### src/hdl/rrws_pkg.sv
// ----------------------------------------------------------------------------
// rrws_pkg
// Shared constants, codes and types of the round-robin wait/ready scheduler.
// ----------------------------------------------------------------------------
package rrws_pkg;

	localparam int MAX_THREADS = 16;
	localparam int ID_W        = 4;
	localparam int MASK_W      = 16;
	localparam int KIND_W      = 3;
	localparam int SLICE_W     = 10;
	localparam int POS_W       = $clog2(MAX_THREADS);
	localparam int CNT_W       = $clog2(MAX_THREADS + 1);

	localparam logic [KIND_W-1:0] KIND_TICK  = 3'd0;
	localparam logic [KIND_W-1:0] KIND_STOP  = 3'd1;
	localparam logic [KIND_W-1:0] KIND_BLOCK = 3'd2;
	localparam logic [KIND_W-1:0] KIND_EXIT  = 3'd3;
	localparam logic [KIND_W-1:0] KIND_ADD   = 3'd4;
	localparam logic [KIND_W-1:0] KIND_START = 3'd5;

	typedef enum logic [2:0] {
		S_IDLE,
		S_MOVE,
		S_APPLY,
		S_RD_LAST,
		S_FILL,
		S_FINAL,
		S_OUT
	} state_t;

	typedef struct packed {
		logic shift;
		logic sel;
	} wait_ctl_t;

endpackage

### src/hdl/rrws_evt_if.sv
// ----------------------------------------------------------------------------
// rrws_evt_if
// Event channel: valid/ready handshake with the event word.
// ----------------------------------------------------------------------------
interface rrws_evt_if;
	logic                        valid;
	logic                        ready;
	logic [rrws_pkg::KIND_W-1:0] kind;
	logic [rrws_pkg::ID_W-1:0]   thread_id;
	logic [rrws_pkg::MASK_W-1:0] readable_mask;

	modport source(output valid, kind, thread_id, readable_mask, input ready);
	modport sink(input valid, kind, thread_id, readable_mask, output ready);
endinterface

### src/hdl/rrws_res_if.sv
// ----------------------------------------------------------------------------
// rrws_res_if
// Result channel: valid/ready handshake with the schedule word.
// ----------------------------------------------------------------------------
interface rrws_res_if;
	logic                       valid;
	logic                       ready;
	logic [rrws_pkg::ID_W-1:0]  running_id;
	logic                       running_valid;
	logic                       all_finished;
	logic                       add_rejected;
	logic [rrws_pkg::CNT_W-1:0] ready_count;
	logic [rrws_pkg::CNT_W-1:0] waiting_count;

	modport source(output valid, running_id, running_valid, all_finished, add_rejected,
		ready_count, waiting_count, input ready);
	modport sink(input valid, running_id, running_valid, all_finished, add_rejected,
		ready_count, waiting_count, output ready);
endinterface

### src/hdl/rrws_ram.sv
// ----------------------------------------------------------------------------
// rrws_ram
// Generic single-write, single-read RAM with registered read data.
// ----------------------------------------------------------------------------
module rrws_ram #(
	parameter int WIDTH = 8,
	parameter int DEPTH = 16
) (
	input  logic                     clk,
	input  logic                     we,
	input  logic [$clog2(DEPTH)-1:0] waddr,
	input  logic [WIDTH-1:0]         wdata,
	input  logic [$clog2(DEPTH)-1:0] raddr,
	output logic [WIDTH-1:0]         rdata
);
	logic [WIDTH-1:0] mem_q [DEPTH];

	always_ff @(posedge clk) begin
		if (we) begin
			mem_q[waddr] <= wdata;
		end
		rdata <= mem_q[raddr];
	end
endmodule

### src/hdl/rrws_wait_cell.sv
// ----------------------------------------------------------------------------
// rrws_wait_cell
// One waiting-queue slot: loads a broadcast id or takes its neighbor's id.
// ----------------------------------------------------------------------------
module rrws_wait_cell (
	input  logic                      clk,
	input  rrws_pkg::wait_ctl_t       ctl,
	input  logic [rrws_pkg::ID_W-1:0] wr_data,
	input  logic [rrws_pkg::ID_W-1:0] nbr,
	output logic [rrws_pkg::ID_W-1:0] id_q
);
	import rrws_pkg::*;

	always_ff @(posedge clk) begin
		if (ctl.sel) begin
			id_q <= wr_data;
		end else if (ctl.shift) begin
			id_q <= nbr;
		end
	end
endmodule

### src/hdl/round_robin_wait_ready_scheduler_unit.sv
// ----------------------------------------------------------------------------
// round_robin_wait_ready_scheduler_unit
// Round-robin thread scheduler with ready queue (RAM) and waiting queue
// (shifting row of cells).
//
//   channel   dir  handshake       word
//   evt       in   valid/ready     kind, thread_id, readable_mask
//   res       out  valid/ready     running_id, running_valid, all_finished,
//                                  add_rejected, ready_count, waiting_count
//   cfg       in   cfg_we          cfg_wdata = slice_ticks
//
// One word at a time. The move walk covers W entries, W being the waiting count
// at accept; a block or exit that removes a thread adds the RD_LAST and FILL states.
// The waiting row is walked one entry per cycle and the ready RAM has one
// read port. evt.ready is high while idle, also while a result waits in the
// output register. Reset is asynchronous; slice_ticks resets to 1.
// ----------------------------------------------------------------------------
module round_robin_wait_ready_scheduler_unit (
	input  logic                         clk,
	input  logic                         arst_n,
	input  logic                         cfg_we,
	input  logic [rrws_pkg::SLICE_W-1:0] cfg_wdata,
	rrws_evt_if.sink                     evt,
	rrws_res_if.source                   res
);
	import rrws_pkg::*;

	state_t              state_q, state_d;
	logic [KIND_W-1:0]   kind_q;
	logic [ID_W-1:0]     tid_q;
	logic [MASK_W-1:0]   mask_q;
	logic [CNT_W-1:0]    rem_q, rem_d;
	logic [CNT_W-1:0]    rl_q, rl_d;
	logic [CNT_W-1:0]    wl_q, wl_d;
	logic [POS_W-1:0]    pos_q, pos_d;
	logic [SLICE_W-1:0]  slice_q, slice_d;
	logic                started_q, started_d;
	logic                rej_q, rej_d;
	logic [SLICE_W-1:0]  slice_ticks_q;

	logic                out_v_q;
	logic [ID_W-1:0]     out_id_q;
	logic                out_rv_q, out_fin_q, out_rej_q;
	logic [CNT_W-1:0]    out_rc_q, out_wc_q;
	logic                out_load;

	logic                ram_we;
	logic [POS_W-1:0]    ram_waddr, ram_raddr;
	logic [ID_W-1:0]     ram_wdata, ram_rdata;

	logic                w_shift, w_wr;
	logic [POS_W-1:0]    w_idx;
	logic [ID_W-1:0]     w_data;
	logic [ID_W-1:0]     cell_q [MAX_THREADS];

	logic [CNT_W-1:0]    rl_m1, wl_m1, pos_inc;
	logic [CNT_W:0]      occ;
	logic [SLICE_W:0]    slice_inc;
	logic [SLICE_W-1:0]  limit;
	logic [POS_W-1:0]    pos_fix;
	logic                ev_acc;

	assign ev_acc    = evt.valid && evt.ready;
	assign evt.ready = (state_q == S_IDLE);
	assign rl_m1     = rl_q - 1'b1;
	assign wl_m1     = wl_q - 1'b1;
	assign pos_inc   = {1'b0, pos_q} + 1'b1;
	assign occ       = {1'b0, rl_q} + {1'b0, wl_q};
	assign slice_inc = {1'b0, slice_q} + 1'b1;
	assign limit     = (slice_ticks_q == '0) ? SLICE_W'(1) : slice_ticks_q;
	assign pos_fix   = ({1'b0, pos_q} >= rl_q) ? '0 : pos_q;

	rrws_ram #(.WIDTH(ID_W), .DEPTH(MAX_THREADS)) u_ready_ram (
		.clk   (clk),
		.we    (ram_we),
		.waddr (ram_waddr),
		.wdata (ram_wdata),
		.raddr (ram_raddr),
		.rdata (ram_rdata)
	);

	for (genvar i = 0; i < MAX_THREADS; i++) begin : g_wait
		wait_ctl_t       ctl;
		logic [ID_W-1:0] nbr;

		assign ctl.shift = w_shift;
		assign ctl.sel   = w_wr && (w_idx == POS_W'(i));
		if (i == MAX_THREADS - 1) begin : g_last
			assign nbr = cell_q[i];
		end else begin : g_mid
			assign nbr = cell_q[i+1];
		end

		rrws_wait_cell u_cell (
			.clk     (clk),
			.ctl     (ctl),
			.wr_data (w_data),
			.nbr     (nbr),
			.id_q    (cell_q[i])
		);
	end

	always_comb begin
		state_d   = state_q;
		rem_d     = rem_q;
		rl_d      = rl_q;
		wl_d      = wl_q;
		pos_d     = pos_q;
		slice_d   = slice_q;
		started_d = started_q;
		rej_d     = rej_q;
		ram_we    = 1'b0;
		ram_waddr = rl_q[POS_W-1:0];
		ram_wdata = cell_q[0];
		ram_raddr = pos_fix;
		w_shift   = 1'b0;
		w_wr      = 1'b0;
		w_idx     = wl_m1[POS_W-1:0];
		w_data    = cell_q[0];
		out_load  = 1'b0;

		unique case (state_q)
			S_IDLE: begin
				if (ev_acc) begin
					rem_d   = wl_q;
					rej_d   = 1'b0;
					state_d = S_MOVE;
				end
			end
			S_MOVE: begin
				if (rem_q == '0) begin
					state_d = S_APPLY;
				end else begin
					rem_d   = rem_q - 1'b1;
					w_shift = 1'b1;
					if (mask_q[cell_q[0]] && (rl_q < CNT_W'(MAX_THREADS))) begin
						ram_we = 1'b1;
						rl_d   = rl_q + 1'b1;
						wl_d   = wl_m1;
					end else begin
						w_wr = 1'b1;
					end
				end
			end
			S_APPLY: begin
				state_d = S_FINAL;
				unique case (kind_q)
					KIND_TICK: begin
						if (started_q && (rl_q != '0)) begin
							if (slice_inc >= {1'b0, limit}) begin
								slice_d = '0;
								pos_d   = (pos_inc >= rl_q) ? '0 : pos_inc[POS_W-1:0];
							end else begin
								slice_d = slice_inc[SLICE_W-1:0];
							end
						end
					end
					KIND_STOP: begin
						if (started_q) begin
							slice_d = '0;
							if (rl_q == '0) begin
								pos_d = '0;
							end else begin
								pos_d = (pos_inc >= rl_q) ? '0 : pos_inc[POS_W-1:0];
							end
						end
					end
					KIND_BLOCK, KIND_EXIT: begin
						if (started_q) begin
							slice_d = '0;
							if (rl_q == '0) begin
								pos_d = '0;
							end else begin
								pos_d     = pos_fix;
								ram_raddr = pos_fix;
								state_d   = S_RD_LAST;
							end
						end
					end
					KIND_ADD: begin
						if ((occ >= (CNT_W+1)'(MAX_THREADS)) ||
							(rl_q >= CNT_W'(MAX_THREADS))) begin
							rej_d = 1'b1;
						end else begin
							ram_we    = 1'b1;
							ram_wdata = tid_q;
							rl_d      = rl_q + 1'b1;
						end
					end
					KIND_START: begin
						started_d = 1'b1;
						pos_d     = '0;
						slice_d   = '0;
					end
					default: begin
					end
				endcase
			end
			S_RD_LAST: begin
				ram_raddr = rl_m1[POS_W-1:0];
				rl_d      = rl_m1;
				if ((kind_q == KIND_BLOCK) && (wl_q < CNT_W'(MAX_THREADS))) begin
					w_wr   = 1'b1;
					w_idx  = wl_q[POS_W-1:0];
					w_data = ram_rdata;
					wl_d   = wl_q + 1'b1;
				end
				state_d = S_FILL;
			end
			S_FILL: begin
				if ({1'b0, pos_q} == rl_q) begin
					pos_d = '0;
				end else begin
					ram_we    = 1'b1;
					ram_waddr = pos_q;
					ram_wdata = ram_rdata;
				end
				state_d = S_FINAL;
			end
			S_FINAL: begin
				pos_d     = pos_fix;
				ram_raddr = pos_fix;
				state_d   = S_OUT;
			end
			S_OUT: begin
				if (!out_v_q || res.ready) begin
					out_load = 1'b1;
					state_d  = S_IDLE;
				end
			end
			default: begin
				state_d = S_IDLE;
			end
		endcase
	end

	always_ff @(posedge clk or negedge arst_n) begin
		if (!arst_n) begin
			state_q       <= S_IDLE;
			rem_q         <= '0;
			rl_q          <= '0;
			wl_q          <= '0;
			pos_q         <= '0;
			slice_q       <= '0;
			started_q     <= 1'b0;
			rej_q         <= 1'b0;
			slice_ticks_q <= SLICE_W'(1);
			out_v_q       <= 1'b0;
		end else begin
			state_q   <= state_d;
			rem_q     <= rem_d;
			rl_q      <= rl_d;
			wl_q      <= wl_d;
			pos_q     <= pos_d;
			slice_q   <= slice_d;
			started_q <= started_d;
			rej_q     <= rej_d;
			if (cfg_we) begin
				slice_ticks_q <= cfg_wdata;
			end
			if (out_load) begin
				out_v_q <= 1'b1;
			end else if (res.ready) begin
				out_v_q <= 1'b0;
			end
		end
	end

	always_ff @(posedge clk) begin
		if (ev_acc) begin
			kind_q <= evt.kind;
			tid_q  <= evt.thread_id;
			mask_q <= evt.readable_mask;
		end
		if (out_load) begin
			out_rv_q  <= started_q && (rl_q != '0);
			out_id_q  <= (started_q && (rl_q != '0)) ? ram_rdata : '0;
			out_fin_q <= (rl_q == '0) && (wl_q == '0);
			out_rej_q <= rej_q;
			out_rc_q  <= rl_q;
			out_wc_q  <= wl_q;
		end
	end

	assign res.valid         = out_v_q;
	assign res.running_id    = out_id_q;
	assign res.running_valid = out_rv_q;
	assign res.all_finished  = out_fin_q;
	assign res.add_rejected  = out_rej_q;
	assign res.ready_count   = out_rc_q;
	assign res.waiting_count = out_wc_q;

	a_capacity: assert property (@(posedge clk) disable iff (!arst_n)
		occ <= (CNT_W+1)'(MAX_THREADS))
		else $error("queue occupancy exceeds capacity");

	a_pos_in_range: assert property (@(posedge clk) disable iff (!arst_n)
		(state_q == S_IDLE) |-> (({1'b0, pos_q} < rl_q) || (pos_q == '0)))
		else $error("current position outside ready queue while idle");

	a_accept_moves: assert property (@(posedge clk) disable iff (!arst_n)
		ev_acc |=> (state_q == S_MOVE) && (rem_q == $past(wl_q)))
		else $error("accepted word did not start the move walk");

	a_result_excl: assert property (@(posedge clk) disable iff (!arst_n)
		res.valid |-> !(res.running_valid && res.all_finished))
		else $error("running and all finished reported together");
endmodule
### src/flat_wrapper.sv
// flat-port wrapper written by rule: the top's interface ports become plain ports
module round_robin_wait_ready_scheduler_unit_flat import rrws_pkg::*;
  (clk, arst_n, cfg_we, cfg_wdata, evt_valid, evt_kind, evt_thread_id, evt_readable_mask, evt_ready, res_valid, res_running_id, res_running_valid, res_all_finished, res_add_rejected, res_ready_count, res_waiting_count, res_ready);
  rrws_evt_if evt_i ();
  rrws_res_if res_i ();
  input  logic clk;
  input  logic arst_n;
  input  logic cfg_we;
  input  logic [rrws_pkg::SLICE_W-1:0] cfg_wdata;
  input wire logic [$bits(evt_i.valid)-1:0] evt_valid;
  input wire logic [$bits(evt_i.kind)-1:0] evt_kind;
  input wire logic [$bits(evt_i.thread_id)-1:0] evt_thread_id;
  input wire logic [$bits(evt_i.readable_mask)-1:0] evt_readable_mask;
  output wire logic [$bits(evt_i.ready)-1:0] evt_ready;
  output wire logic [$bits(res_i.valid)-1:0] res_valid;
  output wire logic [$bits(res_i.running_id)-1:0] res_running_id;
  output wire logic [$bits(res_i.running_valid)-1:0] res_running_valid;
  output wire logic [$bits(res_i.all_finished)-1:0] res_all_finished;
  output wire logic [$bits(res_i.add_rejected)-1:0] res_add_rejected;
  output wire logic [$bits(res_i.ready_count)-1:0] res_ready_count;
  output wire logic [$bits(res_i.waiting_count)-1:0] res_waiting_count;
  input wire logic [$bits(res_i.ready)-1:0] res_ready;
  assign evt_i.valid = evt_valid;
  assign evt_i.kind = evt_kind;
  assign evt_i.thread_id = evt_thread_id;
  assign evt_i.readable_mask = evt_readable_mask;
  assign evt_ready = evt_i.ready;
  assign res_valid = res_i.valid;
  assign res_running_id = res_i.running_id;
  assign res_running_valid = res_i.running_valid;
  assign res_all_finished = res_i.all_finished;
  assign res_add_rejected = res_i.add_rejected;
  assign res_ready_count = res_i.ready_count;
  assign res_waiting_count = res_i.waiting_count;
  assign res_i.ready = res_ready;
  round_robin_wait_ready_scheduler_unit u_core (.clk(clk), .arst_n(arst_n), .cfg_we(cfg_we), .cfg_wdata(cfg_wdata), .evt(evt_i), .res(res_i));
endmodule
### config.mk
export PLATFORM = sky130hd
export DESIGN_NAME = round_robin_wait_ready_scheduler_unit_flat
export DESIGN_NICKNAME = d
export VERILOG_FILES = /design/src/hdl/rrws_pkg.sv /design/src/hdl/rrws_evt_if.sv /design/src/hdl/rrws_res_if.sv /design/src/hdl/rrws_ram.sv /design/src/hdl/rrws_wait_cell.sv /design/src/hdl/round_robin_wait_ready_scheduler_unit.sv /design/src/flat_wrapper.sv
export SDC_FILE = /design/constraint.sdc
export NUM_CORES = 1
export LEC_CHECK = 0
export BUFFER_PORTS_ARGS = -buffer_cell sky130_fd_sc_hd__buf_2
export CORE_MARGIN = 8
export CORE_UTILIZATION = 42
export CTS_CLUSTER_DIAMETER = 60
export DETAILED_ROUTE_END_ITERATION = 8
export SLEW_MARGIN = 15
export SYNTH_ARGS = -nofsm -noshare
export SYNTH_HDL_FRONTEND = slang
export SYNTH_HIERARCHICAL = 1
export SYNTH_SLANG_ARGS = --single-unit
### constraint.sdc
create_clock -name clk -period 3.19 [get_ports clk]
set_input_delay 0.319 -clock clk [delete_from_list [all_inputs] [get_ports clk]]
set_output_delay 0.319 -clock clk [all_outputs]
set_load 0.01 [all_outputs]
==> metrics <==
area leader, netlist edfxtp_1; vias in the first global route 6614; Die W 173.1 um; clock buffer count from CTS 25; most frequent cells in the layout edfxtp_1, nand2_1, mux2_2; Worst Path Arrival 3200 ps; worst-path fanout max 6; period utilization 0.9495; Static Leakage 4.745 nW; pre-CTS setup slack 170.1 ps; cell count after placement 1178; Post-synth ARST share 0.2074; final non-filler cell total 1246; remaining global-route overflow 0; Compound-Gate Fraction of Synth Area 0.07565; Core Util, Final 0.5082; largest family of logic cells by synthesized area multiplexers; CTS sink count 217; Fmax 330.2 MHz; post-DP HPWL 15610 um; area share of the largest cell type after synthesis 0.4865; adder-cell share of the synthesized area 0.03861; Via-to-Cell Ratio 5.200; die area 0.02997 sq mm; worst hold start evt_readable_mask[4]; Max-cap violations 0; CTS Root Cell clkbuf_16; n_diodes 0; mux contribution to synthesized area 0.1269; initial antenna violation count 1; simple-gate share of the synthesized area 0.1198; setup bufs post-CTS 0; crit path cell chain mux2i_1 -> a311o_1 -> a211oi_4 -> o21ai_2 -> nand2_1 -> or3b_2 -> nor3_2; wire length of the first global-routing pass 35420 um; synthesized area 0.01037 sq mm; total wire length 21930 um; endpoints failing setup 0; clk buf depth 3; post-synthesis register bit count 217; R2R cell count 7; Worst Max-Slew Pin Slew 646.7 ps; kind of end point of the critical path flip-flop; DRC viols 0; final hold viol count 0; top post-synthesis cells by area edfxtp_1, dfrtp_1, mux2_2, ha_1, mux4_1; path type of the worst setup path flip-flop to flip-flop; Antenna Nets Post-Route 0; final instance area 0.01232 sq mm; core footprint 0.02425 sq mm; r2r startpoint u_core/g_wait[0].u_cell/id_q[1]; input/output buffers 56; Distinct cells, synth 73; DR iter-0 viols 506; Critical Path RT 3360 ps; Final Wtd Congestion 0.7836; Final Max Slew Viols 0; CP max stage delay 530 ps; Area growth syn-to-layout 18.82%; H-tree depth reported by CTS 1; TritonCTS clock tree built; Clock Latency Late Sink 520 ps; die height 173.1 um; share of cells above drive strength 1 0.2646; largest net degree at the start of global routing 46; FP Rows 57; via count 6479; top_reg_cell synth edfxtp_1; Max transition margin 0.5678; syn_nets 843; pwr/cell area 870.7 mW/mm^2; most common cell after layout, fill and taps aside edfxtp_1; IO Count 57; setup ws final 161.2 ps; Worst setup endpoint u_core/u_ready_ram/mem_q[0][3]; placed cell area 0.01130 sq mm; crit path from u_core/g_wait[0].u_cell/id_q[1]; Yosys warning count 6; average size of a mapped cell 13.42 sq um; RSZ-0062 raised after global routing true; Hold Path Class input port to flip-flop; nets 973; reg2reg setup slack 160 ps; Clock Pin Slew Worst Setup and Hold Paths 60 ps; CP startpoint kind flip-flop; number of synthesized flops with an enable pin 168; Critical-path top delay cell or3b_2; Peak VDD IR 417.2 uV; post-synthesis cell count 773; Post-Synth XOR/XNOR Area 0.01520; min Tclk post-route 3029 ps; WL/cell 17.60 um; Total GRT Usage 0.1443; Reg2Reg Capture Point u_core/u_ready_ram/mem_q[0][3]; Initial Util 0.4277; status finished clean; sequential area share after synthesis 0.6029; Worst Skew 14.00 ps; TritonRoute pass-1 iters 5
state kept, by name (all words and copies together) (netlist names), 5 cells and up:
signal and cells:
u_core/slice_q 10, u_core/rem_q 5, u_core/wl_q 5, u_core/res.ready_count 5, u_core/mask_q 16, u_core/res.waiting_count 5
u_core/u_ready_ram/mem_q 64, u_core/g_wait.u_cell/id_q 64, u_core/slice_ticks_q 10, u_core/rl_q 5
layout make-up:
cell class | instances | area [sq um]
fill | 2101 | 11930
sequential | 217 | 6252
multi-input combinational | 508 | 3915
timing repair buffer | 124 | 860.8
clock buffer | 33 | 655.6
tap | 324 | 405.4
clock inverter | 13 | 131.4
inverter | 27 | 101.3
layer usage:
| layer | wire [um] | up-vias | track usage | share of wire |
|---|---|---|---|---|
| met1 | 10470 | 3104 | 0.1986 | 0.48 |
| met2 | 9864 | 167 | 0.2297 | 0.45 |
| met4 | 366 | 2 | 0.03629 | 0.017 |
| li1 | - | 3177 | - | - |
| met5 | 13 | - | 0 | 0.00059 |
| met3 | 1222 | 29 | 0.03028 | 0.056 |
worst min path at each step:
stage	endpoint	slack (ps)	cells past startpoint
finish	u_core/mask_q[4]	10	1
global route	u_core/mask_q[4]	2	1
CTS	u_core/mask_q[4]	2	1
detailed placement	u_core/res.add_rejected	450	0
global placement	u_core/res.add_rejected	460	0
floorplan	u_core/pos_q[0]	20	0
report_power, final:
group          internal, W  total, W  switching [W]
logic              0.00146   0.00359        0.00213
registers          0.00409   0.00443       0.000339
clock network      0.00162   0.00271        0.00110
total              0.00717    0.0107        0.00356
synth_stat cells (all sizes together), types with 2 or more instances:
cell	count
nand3	22
o21ai	47
buf	8
nor3b	5
ha	32
a22o	2
inv	27
xnor2	13
xor2	5
a31oi	2
nor3	12
dfxtp	4
edfxtp	168
o2111ai	2
and3	8
o31ai	2
nor4b	2
or4b	2
or2	17
nand3b	3
nor2b	15
a22oi	11
a2111oi	2
dfrtp	44
nand2b	15
o211a	2
a21oi	25
mux2i	7
o211ai	3
mux2	70
nor2	48
nand2	73
clkbuf	13
and2	7
a21o	5
a41oi	3
nor4	4
and4b	2
a211oi	4
mux4	18
what timing repair did:
| item | CTS | global route |
|---|---|---|
| endpoints found under the hold margin | 20 | 45 |
| hold buffers | 20 | 2 |
| setup endpoints to repair | 0 | 42 |
| resized for setup | 0 | 3 |
kinds of logic (layout without fill, tap and decap cells):
group / Yosys count / after routing
compound gates: 121 / 121
mux: 95 / 95
xor+xnor: 18 / 18
flops: 217 / 217
fa+ha+maj: 32 / 32
simple gates: 242 / 242
buf+inv: 48 / 197
metrics by stage:
stage / hold WS [ps] / setup TNS (ps) / power (W)
2_1_floorplan: 23.41 / 0 / 0.006762
6_report: 12.67 / 0 / 0.01073
3_5_place_dp: 453.7 / 0 / 0.008033
4_1_cts: 2.171 / 0 / 0.01081
5_1_grt: 1.648 / -26.03 / 0.01135
3_3_place_gp: 457.0 / 0 / 0.007991
critical path: cells and delay by family (launching register included):
kind | cells | cell delay [ps]
mux | 1 | 180
compound gates | 3 | 980
flops | 1 | 490
simple gates | 3 | 1040
Power figures use the tool's default switching activity.
